--- src/hdl/assert_macros.svh ---
// Assertion macros for the RTL. Clocked on clk_i, disabled while rst_ni is low.
`ifndef ASSERT_MACROS_SVH
`define ASSERT_MACROS_SVH

`ifndef SYNTHESIS

`define ASSERT_PROP(label, prop) \
  label: assert property (@(posedge clk_i) disable iff (!rst_ni) (prop)) \
    else $error("assertion failed");

`define ASSERT_NEVER(label, prop) \
  label: assert property (@(posedge clk_i) disable iff (!rst_ni) !(prop)) \
    else $error("forbidden condition seen");

`else

`define ASSERT_PROP(label, prop)

`define ASSERT_NEVER(label, prop)

`endif

`endif

--- src/hdl/spq_pkg.sv ---
`default_nettype none

package spq_pkg;

  localparam int unsigned Depth = 64;
  localparam int unsigned KeyW  = 32;
  localparam int unsigned ValW  = 32;
  localparam int unsigned CntW  = $clog2(Depth + 1);

  typedef enum logic {
    ReqInsert  = 1'b0,
    ReqExtract = 1'b1
  } req_e;

  typedef enum logic [1:0] {
    StInserted  = 2'd0,
    StFull      = 2'd1,
    StExtracted = 2'd2,
    StEmpty     = 2'd3
  } status_e;

  typedef struct packed {
    logic                   valid;
    logic signed [KeyW-1:0] key;
    logic signed [ValW-1:0] value;
  } entry_t;

  typedef struct packed {
    logic                   ins;
    logic                   ext;
    logic signed [KeyW-1:0] key;
    logic signed [ValW-1:0] value;
  } cmd_t;

endpackage

`default_nettype wire

--- src/hdl/spq_cell.sv ---
`default_nettype none

module spq_cell (
  input  wire logic            clk_i,
  input  wire logic            rst_ni,
  input  wire spq_pkg::cmd_t   cmd_i,
  input  wire spq_pkg::entry_t left_i,
  input  wire logic            left_gt_i,
  input  wire spq_pkg::entry_t right_i,
  output spq_pkg::entry_t      ent_o,
  output logic                 gt_o
);

  logic                            valid_q, valid_d;
  logic signed [spq_pkg::KeyW-1:0] key_q, key_d;
  logic signed [spq_pkg::ValW-1:0] value_q, value_d;

  // empty cells count as holding a key above any new key
  assign gt_o = !valid_q || (key_q > cmd_i.key);

  always_comb begin
    valid_d = valid_q;
    key_d   = key_q;
    value_d = value_q;
    if (cmd_i.ins) begin
      if (gt_o) begin
        if (left_gt_i) begin
          valid_d = left_i.valid;
          key_d   = left_i.key;
          value_d = left_i.value;
        end else begin
          valid_d = 1'b1;
          key_d   = cmd_i.key;
          value_d = cmd_i.value;
        end
      end
    end else if (cmd_i.ext) begin
      valid_d = right_i.valid;
      key_d   = right_i.key;
      value_d = right_i.value;
    end
  end

  always_ff @(posedge clk_i or negedge rst_ni) begin
    if (!rst_ni) begin
      valid_q <= 1'b0;
    end else begin
      valid_q <= valid_d;
    end
  end

  always_ff @(posedge clk_i) begin
    key_q   <= key_d;
    value_q <= value_d;
  end

  assign ent_o.valid = valid_q;
  assign ent_o.key   = key_q;
  assign ent_o.value = value_q;

endmodule

`default_nettype wire

--- config.mk ---
export PLATFORM = sky130hd
export DESIGN_NAME = spq_cell
export DESIGN_NICKNAME = d
export VERILOG_FILES = /design/src/hdl/assert_macros.svh /design/src/hdl/spq_pkg.sv /design/src/hdl/spq_cell.sv
export SDC_FILE = /design/constraint.sdc
export NUM_CORES = 1
export LEC_CHECK = 0
export BUFFER_PORTS_ARGS = -buffer_cell sky130_fd_sc_hd__buf_2
export CORE_MARGIN = 2
export CORE_UTILIZATION = 40
export DETAILED_ROUTE_END_ITERATION = 8
export PLACE_DENSITY = 0.8
export SLEW_MARGIN = 20
export SYNTH_ARGS = -nofsm -noshare
export SYNTH_HDL_FRONTEND = slang
export SYNTH_SLANG_ARGS = --single-unit
--- constraint.sdc ---
create_clock -name clk_i -period 10.6 [get_ports clk_i]
set_input_delay 1.06 -clock clk_i [delete_from_list [all_inputs] [get_ports clk_i]]
set_output_delay 1.06 -clock clk_i [all_outputs]
set_load 0.05 [all_outputs]
==> metrics.txt, run 1 <==
vias in the first global route 4099; Setup TNS 0 ns; MaxCap Viol Count 0; ys async rst share 0.0154; register area share after synthesis 0.469; Peak supply drop 0.0787 mV; Synth Flop Type edfxtp_1; fillers 926; DRC violations left 0; unique cell type count in the Yosys netlist 29; Relative slew margins 0.278; global-route wire length before repair 18.0 mm; Antenna Nets Post-Route 0; DR WL met2 5.98 mm; status completed; wl on met1 4.51 mm; Synth Register Bits 65; # rows 37; CTS-repair resized insts 0; layout cell share with drive strength beyond 1 0.424; gr usage total 0.201; Die W 106 um; Worst Setup Start Kind input port; initial antenna violation count 0; Vias 3964; DIE HEIGHT 106 um; R2R cell count 7; synth top area cells edfxtp_1, mux2i_1, a21oi_1; clk buf depth 2; critical path endpoint category output pin; DR iter-0 viols 196; synth warn 0; grt ovf 0; gpl congestion 0.785; starting density of the core 0.407; Tcrit/Tclk final 0.378; Worst Hold Class input port to async pin; Pwr Total 855 uW; Post-CTS Setup Repair Bufs 0; RSZ-0062 raised after global routing no; pre-CTS setup slack 6.52 ns; Crit Path Category input port to output pin; drt pass-1 iters 4; H-tree depth 3; die area 11200 um2; largest net degree at the start of global routing 71; Post-Syn Instances 411; clock root cell clkbuf_8; WP data arrival 2.94 ns; WP data required 9.54 ns; CTS clk-pin slew, worst paths 0.07 ns; leading area contributor after synthesis edfxtp_1; Synth top area share 0.463; Top Layer Used met4; hold buffers post-CTS 0; syn_area_per_cell 10.1 um2; CTS tree yes; final worst setup slack 6.60 ns; R2R setup slack 7.56 ns; Commonest cells post-synth a21oi_1, nor2_1, mux2i_1; area grow syn2layout 38.1%; Hold Fails Final Rpt 0; IO buf count 264; endpoints failing setup 0; Post-synth EDFFs 64; Netlist Area Pre-Place 4150 um2; crit path time final 4.00 ns; Clock Sinks 65; Post-Syn Nets 642; Routed WL 11.5 mm; HPWL Detailed 8.94 mm; clock buffer count from CTS 9; crit path to gt_o; I/O pin cnt 265; worst clock skew 0.00635 ns; via/cell ratio 4.92; fin nets 897; met3 WL 845 um; RR Startpoint key_q[13]; Final Max Tran Viols 0; CP max FO 3; Cell Pwr Density 149 nW/um2; worst slew pin tran 1.08 ns; Antenna diodes 0; P_leak 2.91 nW; Worst-Skew Late Latency 0.34 ns; R2R Path End key_q[3]; per-cell routed wire length 14.3 um; CP Launch Point cmd_i[46]; core area 10200 um2; fmax 250 MHz; top-count cell post-synth a21oi_1
[logic make-up after synthesis]
group	count (synthesis)	share of synthesized area
compound gates	97	0.122
simple gates	95	0.100
mux	65	0.157
flops	65	0.469
buf+inv	57	0.0546
fa+ha+maj	32	0.0965
[power breakdown]
part	switching (mW)	leakage, nW	internal, mW
clock	0.0936	0.0831	0.0811
sequential	0.0151	0.631	0.334
combinational	0.235	2.20	0.0963
[routing by layer]
layer / vias up / global-route usage
met2: 175 / 0.383
met5: - / 0
met3: 16 / 0.0458
li1: 1985 / -
met1: 1788 / 0.216
met4: 0 / 0.0714
[placed cells by master, fill, tap and decap left out, drive strengths merged, types with 2 or more instances in the layout]
master    n
a22oi     2
a21oi    83
nand2    14
clkinv    5
nor4      2
nand4     5
o21ai     7
a21o      2
mux2i    65
inv      35
edfxtp   64
clkbuf   10
ha       32
nor2     69
buf     266
[worst min path at each step]
stage | startpoint | endpoint | cells past startpoint
after floorplan | valid_q | valid_q | 3
after detailed placement | valid_q | valid_q | 3
final | rst_ni | valid_q | 1
after global placement | valid_q | valid_q | 3
after global routing | rst_ni | valid_q | 1
after CTS | rst_ni | valid_q | 1
[stage by stage]
stage / area [um2] / util / std cells / hold slack [ns]
2_1_floorplan: 4150 / - / 411 / 0.705
3_3_place_gp: 5580 / 0.548 / 791 / 0.744
3_5_place_dp: 5580 / 0.548 / 791 / 0.759
4_1_cts: 5730 / 0.563 / 806 / 0.450
5_1_grt: 5730 / 0.563 / 806 / 0.449
6_report: 5730 / 0.563 / 806 / 0.471
[sequential cells by signal (all words and copies together) (netlist names)]
signal   count
valid_q      1
key_q       32
value_q     32
[critical path: stages]
cell and delay [ns]:
buf_2 0.10, inv_1 0.04, ha_1 0.29, nand4_1 0.17, nor4_1 0.47, nand2_1 0.11
o211ai_1 0.37, o21ai_1 0.10, buf_2 0.23
[cell type report]
class / count / area, um2 / share of cell area
inverter: 35 / 131 / 0.0229
sequential: 65 / 1950 / 0.340
clock buffer: 10 / 128 / 0.0223
tap: 136 / 170 / 0.0297
multi-input combinational: 289 / 1990 / 0.347
timing repair buffer: 266 / 1340 / 0.234
clock inverter: 5 / 23.8 / 0.00415
(Power assumes the default switching activity.)
==> inputs of run 2 (changes only) <==
==> constraint.sdc (replaced) <==
create_clock -name clk_i -period 4.01 [get_ports clk_i]
set_input_delay 0.401 -clock clk_i [delete_from_list [all_inputs] [get_ports clk_i]]
set_output_delay 0.401 -clock clk_i [all_outputs]
set_load 0.05 [all_outputs]
==> run 2 against run 1 <==
Clock skew up 0.0031 ns. Non-clock buffer count is 2 higher. Utilization rose by 0.37 points. Total power grew to 2.7 times the previous value. Sequential power grew to 2.6 times the previous value. Worst hold slack worse by 0.099 ns. Die area is the same. Flip-flop and latch count unchanged. Cell count is 0.37% higher. Sequential share of layout area decreased by 0.22 points. Wire length is 0.73% higher. Combinational power grew to 2.7 times the previous value.
==> metrics.txt, run 2 (synthesis results as in run 1) <==
status completed; slowest CP cell edfxtp_1; commonest non-fill, non-tap cells in the layout buf_2, a21oi_1, nor2_1; largest net degree at the start of global routing 75 (+5.6%); Worst Setup Start Kind register; grt ovf 0 (unchanged); endpoints failing setup 0 (unchanged); CTS clk-pin slew, worst paths 0.07 ns (about the same); # rows 37 (unchanged); final worst setup slack 1.15 ns (-5.44 ns); crit-path cells ha_1, nand4_2, nor4_4, nand2_1, nand4_1, o211ai_1, o21ai_1, buf_2; fillers 915 (-1.2%); max incr delay on CP 0.41 ns (-0.06 ns); I/O pin cnt 265 (unchanged); CTS tree yes; vias in the first global route 4057 (-1.0%); area grow syn2layout 39.0%; WP data arrival 2.46 ns (-0.48 ns); post-route insts no fill 809 (+0.37%); MaxCap Viol Count 0 (unchanged); initial antenna violation count 0 (unchanged); Worst-Skew Late Latency 0.33 ns (about the same); Worst Path Buf+Inv 1 (-2); H-tree depth 3 (unchanged); Post-CTS Setup Repair Bufs 0 (unchanged); worst slew pin tran 1.08 ns (-0.00646 ns); IO buf count 264 (unchanged); Cell Pwr Density 396 nW/um2 (+170%); via/cell ratio 4.89 (-0.62%); per-cell routed wire length 14.4 um (+0.35%); crit path time final 2.86 ns; P_leak 2.92 nW (+0.37%); global-route wire length before repair 18.3 mm (+1.3%); Antenna Nets Post-Route 0 (unchanged); Setup TNS 0 ns (unchanged); WP data required 3.61 ns (-5.93 ns); HPWL Detailed 9.32 mm (+4.2%); wl on met1 4.65 mm (+3.1%); drt pass-1 iters 4 (unchanged); clk buf depth 2 (unchanged); Relative slew margins 0.282 (+0.00430); RSZ-0062 raised after global routing no; clock root cell clkbuf_8; DRC violations left 0 (unchanged); fmax 350 MHz; Final Max Tran Viols 0 (unchanged); hold buffers post-CTS 1 (+1); gr usage total 0.205 (+0.00383); DR WL met2 6.07 mm (+1.5%); critical path endpoint category output pin; Clock Sinks 65 (unchanged); pre-CTS setup slack 1.18 ns (-5.35 ns); CTS-repair resized insts 0 (unchanged); Tcrit/Tclk final 0.713; met3 WL 730 um (-14%); hold slack 0.372 ns (-0.0988 ns); kind of cell adding the most delay to the critical path simple AND/OR/NAND/NOR gates; Routed WL 11.6 mm (+0.73%); clock buffer count from CTS 9 (unchanged); Die W 106 um (unchanged); Vias 3954 (-0.25%); layout cell share with drive strength beyond 1 0.428 (+0.00405); DR iter-0 viols 211 (+7.7%); Antenna diodes 0 (unchanged); worst clock skew 0.00942 ns (+0.00307 ns); Top Layer Used met4; Worst Hold Class input port to async pin; gpl congestion 0.860 (+9.5%); DIE HEIGHT 106 um (unchanged); placed insts 792 (+0.13%); core area 10200 um2 (unchanged); die area 11200 um2 (unchanged); Crit Path Category register to output pin; biggest registers after layout key_q: 32 flops, value_q: 32 flops, valid_q: 1 flops; Peak supply drop 0.172 mV (+120%); Hold Fails Final Rpt 0 (unchanged); fin nets 899 (+0.22%); CP max FO 3 (unchanged); starting density of the core 0.407 (unchanged); commonest non-fill, non-tap cell in the layout buf_2
-- run 2: changes by cell type in the layout (fill, tap and decap cells not counted) --
cell	before	now
clkinvlp_4	0	2
buf_4	4	5
clkbuf_1	1	0
clkinv_1	1	0
clkinv_2	4	3
dlygate4sd3_1	0	1
clkinv_4	0	2
-- run 2: final cells by class --
cell class / instances / area [um2] / area share
clock buffer: 9 / 124 / 0.0215
clock inverter: 7 / 47.5 / 0.00824
inverter: 35 / 131 / 0.0228
multi-input combinational: 289 / 1990 / 0.345
sequential: 65 / 1950 / 0.338
tap: 136 / 170 / 0.0295
timing repair buffer: 268 / 1360 / 0.236
-- run 2: final timing paths --
path | slack, ns | startpoint | cells past startpoint | endpoint
hold reg to reg | 0.77 | valid_q | 3 | valid_q
hold / removal | 0.37 | rst_ni | 2 | valid_q
setup / recovery | 1.15 | key_q[31] | 8 | gt_o
min in group clk_i | 0.39 | right_i[39] | 3 | key_q[7]
max in group asynchronous | 3.55 | rst_ni | 2 | valid_q
setup reg to reg | 1.30 | key_q[31] | 8 | value_q[21]
-- run 2: per-layer routing --
layer / GRT usage / vias up
met5: 0 / -
met4: 0.0771 / 0
met3: 0.0439 / 14
met2: 0.384 / 167
met1: 0.226 / 1783
li1: - / 1990
-- run 2: through the flow --
step                      cell area [um2]  power, mW   util
final                                5770       2.29  0.566
after CTS                            5770       2.31  0.566
after global placement               5590       1.79  0.548
after floorplan                      4160       1.55      -
after detailed placement             5590       1.82  0.548
after global routing                 5770       2.42  0.566
-- run 2: power breakdown --
group,total [mW],internal (mW),switching (mW)
Sequential,0.921,0.881,0.0395
Clock,0.484,0.223,0.261
Combinational,0.881,0.257,0.624
Total,2.29,1.36,0.924
==> inputs of run 3 (changes only) <==
--- a/config.mk
+++ b/config.mk
@@ -5,6 +5,7 @@
 export SDC_FILE = /design/constraint.sdc
 export NUM_CORES = 1
 export LEC_CHECK = 0
+export ABC_AREA = 1
 export BUFFER_PORTS_ARGS = -buffer_cell sky130_fd_sc_hd__buf_2
 export CORE_MARGIN = 2
 export CORE_UTILIZATION = 40
==> constraint.sdc (replaced) <==
create_clock -name clk_i -period 2.79 [get_ports clk_i]
set_input_delay 0.279 -clock clk_i [delete_from_list [all_inputs] [get_ports clk_i]]
set_output_delay 0.279 -clock clk_i [all_outputs]
set_load 0.05 [all_outputs]
==> run 3 against run 2 <==
Non-clock buffer count increased by 5. Synthesized cell count increased by 24%. Sequential share of layout area decreased by 0.53 points. Register-to-register slack got worse by 0.91 ns. Synthesized area unchanged. Wire length increased by 8.5%. Largest power group unchanged. Highest routed layer unchanged.
==> metrics.txt, run 3 <==
Relative slew margins 0.540 (+0.257); placed insts 887 (+12%); DRC violations left 0 (unchanged); clk buf depth 2 (unchanged); register area 1950 um2 (unchanged); status completed; Layout Utilization 0.575 (+0.00897); CP most frequent cell nand2_1; initial antenna violation count 0 (unchanged); unique cell type count in the Yosys netlist 25 (-14%); max incr delay on CP 0.40 ns (about the same); commonest non-fill, non-tap cell in the layout buf_2; Routed WL 12.6 mm (+8.5%); CTS tree yes; launch point of the worst hold path right_i[6]; fillers 988 (+8.0%); pre-CTS setup slack 0.342 ns (-0.837 ns); ys async rst share 0.0154 (unchanged); Worst Path Buf+Inv 1 (unchanged); Vias 4405 (+11%); layout cell share with drive strength beyond 1 0.397 (-0.0308); drt pass-1 iters 6 (+2); CTS clk-pin slew, worst paths 0.08 ns (about the same); leading area contributor after synthesis edfxtp_1; grt ovf 0 (unchanged); Synth Register Bits 65 (unchanged); crit path time final 2.51 ns; Netlist Area Pre-Place 4150 um2 (unchanged); area grow syn2layout 41.2%; top-count cell post-synth nand2_1; H-tree depth 3 (unchanged); synth warn 0 (unchanged); commonest non-fill, non-tap cells in the layout buf_2, nand2_1, o21ai_0; Worst Hold Class input port to register; per-cell routed wire length 14.0 um (-2.9%); Post-CTS Setup Repair Bufs 0 (unchanged); Peak supply drop 0.278 mV (+62%); P_leak 2.94 nW (+0.70%); final worst setup slack 0.276 ns (-0.875 ns); post-route cell area 5860 um2 (+1.6%); post-route insts no fill 904 (+12%); kind of cell adding the most delay to the critical path simple AND/OR/NAND/NOR gates; IO buf count 264 (unchanged); worst slew pin tran 0.689 ns (-0.387 ns); CP Launch Point key_q[21]; critical path endpoint category output pin; crit-path cells ha_1, nand2_1, nor2_2, nand3_1, nor3b_4, nand2_1, nand2_1, nand2_1, nand2_1, nand2_2, nand2_1, buf_6; biggest registers after layout key_q: 32 flops, value_q: 32 flops, valid_q: 1 flops; Tcrit/Tclk final 0.901; Synth Flop Type edfxtp_1; MaxCap Viol Count 0 (unchanged); core area 10200 um2 (unchanged); Clock Sinks 65 (unchanged); Commonest cells post-synth nand2_1, o21ai_0, nor2_1; worst clock skew 0.0109 ns (+0.00147 ns); fmax 398 MHz; Pwr Total 3.43 mW (+50%); gr usage total 0.226 (+0.0208); clock buffer count from CTS 9 (unchanged); via/cell ratio 4.87 (-0.30%); CP max FO 2 (-1); slowest CP cell edfxtp_1; clock root cell clkbuf_8; global-route wire length before repair 20.1 mm (+10%); Post-synth EDFFs 64 (unchanged); WP data arrival 2.23 ns (-0.23 ns); Placed Instance Area 5620 um2 (+0.65%); # rows 37 (unchanged); Crit Path Category register to output pin; Antenna diodes 0 (unchanged); DIE HEIGHT 106 um (unchanged); largest net degree at the start of global routing 65 (-13%); I/O pin cnt 265 (unchanged); die area 11200 um2 (unchanged); Synth top area share 0.463 (unchanged); Final Max Tran Viols 0 (unchanged); WP data required 2.51 ns (-1.10 ns); Worst Setup Start Kind register; RR Startpoint key_q[21]; Die W 106 um (unchanged); syn_area_per_cell 8.16 um2 (-19%); synth top area cells edfxtp_1, o21ai_0, ha_1; HPWL Detailed 9.66 mm (+3.7%); DR iter-0 viols 272 (+29%); multi-input logic area 1940 um2 (-2.3%); Post-Syn Nets 739 (+15%); fin nets 994 (+11%); RSZ-0062 raised after global routing no; Hold Fails Final Rpt 0 (unchanged); Antenna Nets Post-Route 0 (unchanged); Worst-Skew Late Latency 0.34 ns (about the same); Cell Pwr Density 586 nW/um2 (+48%); endpoints failing setup 0 (unchanged); starting density of the core 0.407 (unchanged); gpl congestion 0.822 (-4.4%); vias in the first global route 4345 (+7.1%); register area share after synthesis 0.469 (unchanged); Post-Syn Instances 508 (+24%)
-- run 3: changes by cell type after synthesis, moves of 4 or more --
| cell | change |
|---|---|
| nand2_2 | +5 |
| nand3_1 | +4 |
| nand2_1 | +89 |
| clkbuf_1 | +11 |
| mux2i_1 | -65 |
| a21oi_1 | -70 |
| nor2_1 | +4 |
| o21ai_0 | +78 |
| inv_1 | +5 |
| o21ai_1 | +46 |
-- run 3: cells by family (layout without fill, tap and decap cells) --
| logic type | after synthesis | in the layout | synth area share |
|---|---|---|---|
| flip-flops | 65 | 65 | 0.469 |
| adder cells (fa/ha/maj) | 32 | 32 | 0.0965 |
| AO/OA/AOI/OAI | 146 | 146 | 0.180 |
| buffers and inverters | 72 | 332 | 0.0682 |
| AND/OR/NAND/NOR | 193 | 193 | 0.186 |
-- run 3: through the flow --
stage / hold slack [ns] / setup TNS, ns
floorplan: -0.0166 / -22.24
global placement: 0.0551 / 0
detailed placement: 0.0546 / 0
CTS: 0.202 / 0
global route: 0.201 / 0
finish: 0.224 / 0
-- run 3: final timing paths --
kind / depth (start not counted) / slack (ns) / end
worst min-delay path: 3 / 0.22 / value_q[6]
worst max-delay path: 12 / 0.28 / gt_o
max in group asynchronous: 2 / 2.44 / valid_q
worst max register to register: 14 / 0.39 / value_q[30]
min in group asynchronous: 2 / 0.27 / valid_q
worst min register to register: 2 / 0.56 / valid_q
-- run 3: cell type report --
class | count | share of cell area
sequential | 65 | 0.332
multi-input combinational | 371 | 0.331
timing repair buffer | 273 | 0.243
tap | 136 | 0.0290
inverter | 43 | 0.0282
clock buffer | 11 | 0.0224
clock inverter | 5 | 0.0137
-- run 3: where the power goes --
part / internal (mW) / switching (mW)
combinational: 0.367 / 0.890
clock: 0.503 / 0.366
sequential: 1.25 / 0.0547
total: 2.12 / 1.31
-- run 3: worst min-delay path, cell delays in order --
cell	delay [ns]
buf_2	0.07
nand2_1	0.04
o21ai_0	0.05
-- run 3: timing repair --
item / CTS / global route
hold buffers: 1 / 0
endpoints found under the hold margin: 1 / 0
gates resized for setup: 0 / 5
endpoints found under the setup margin: 0 / 1
-- run 3: routing by layer --
layer  up-vias  part of all wire  GRT usage  wire (um)
met1      1982              0.39      0.254       4890
met5         -                 0          0          0
met2       176              0.52      0.412       6580
li1       2229                 -          -          -
met3        18             0.076     0.0612        960
met4         0             0.014     0.0761        182
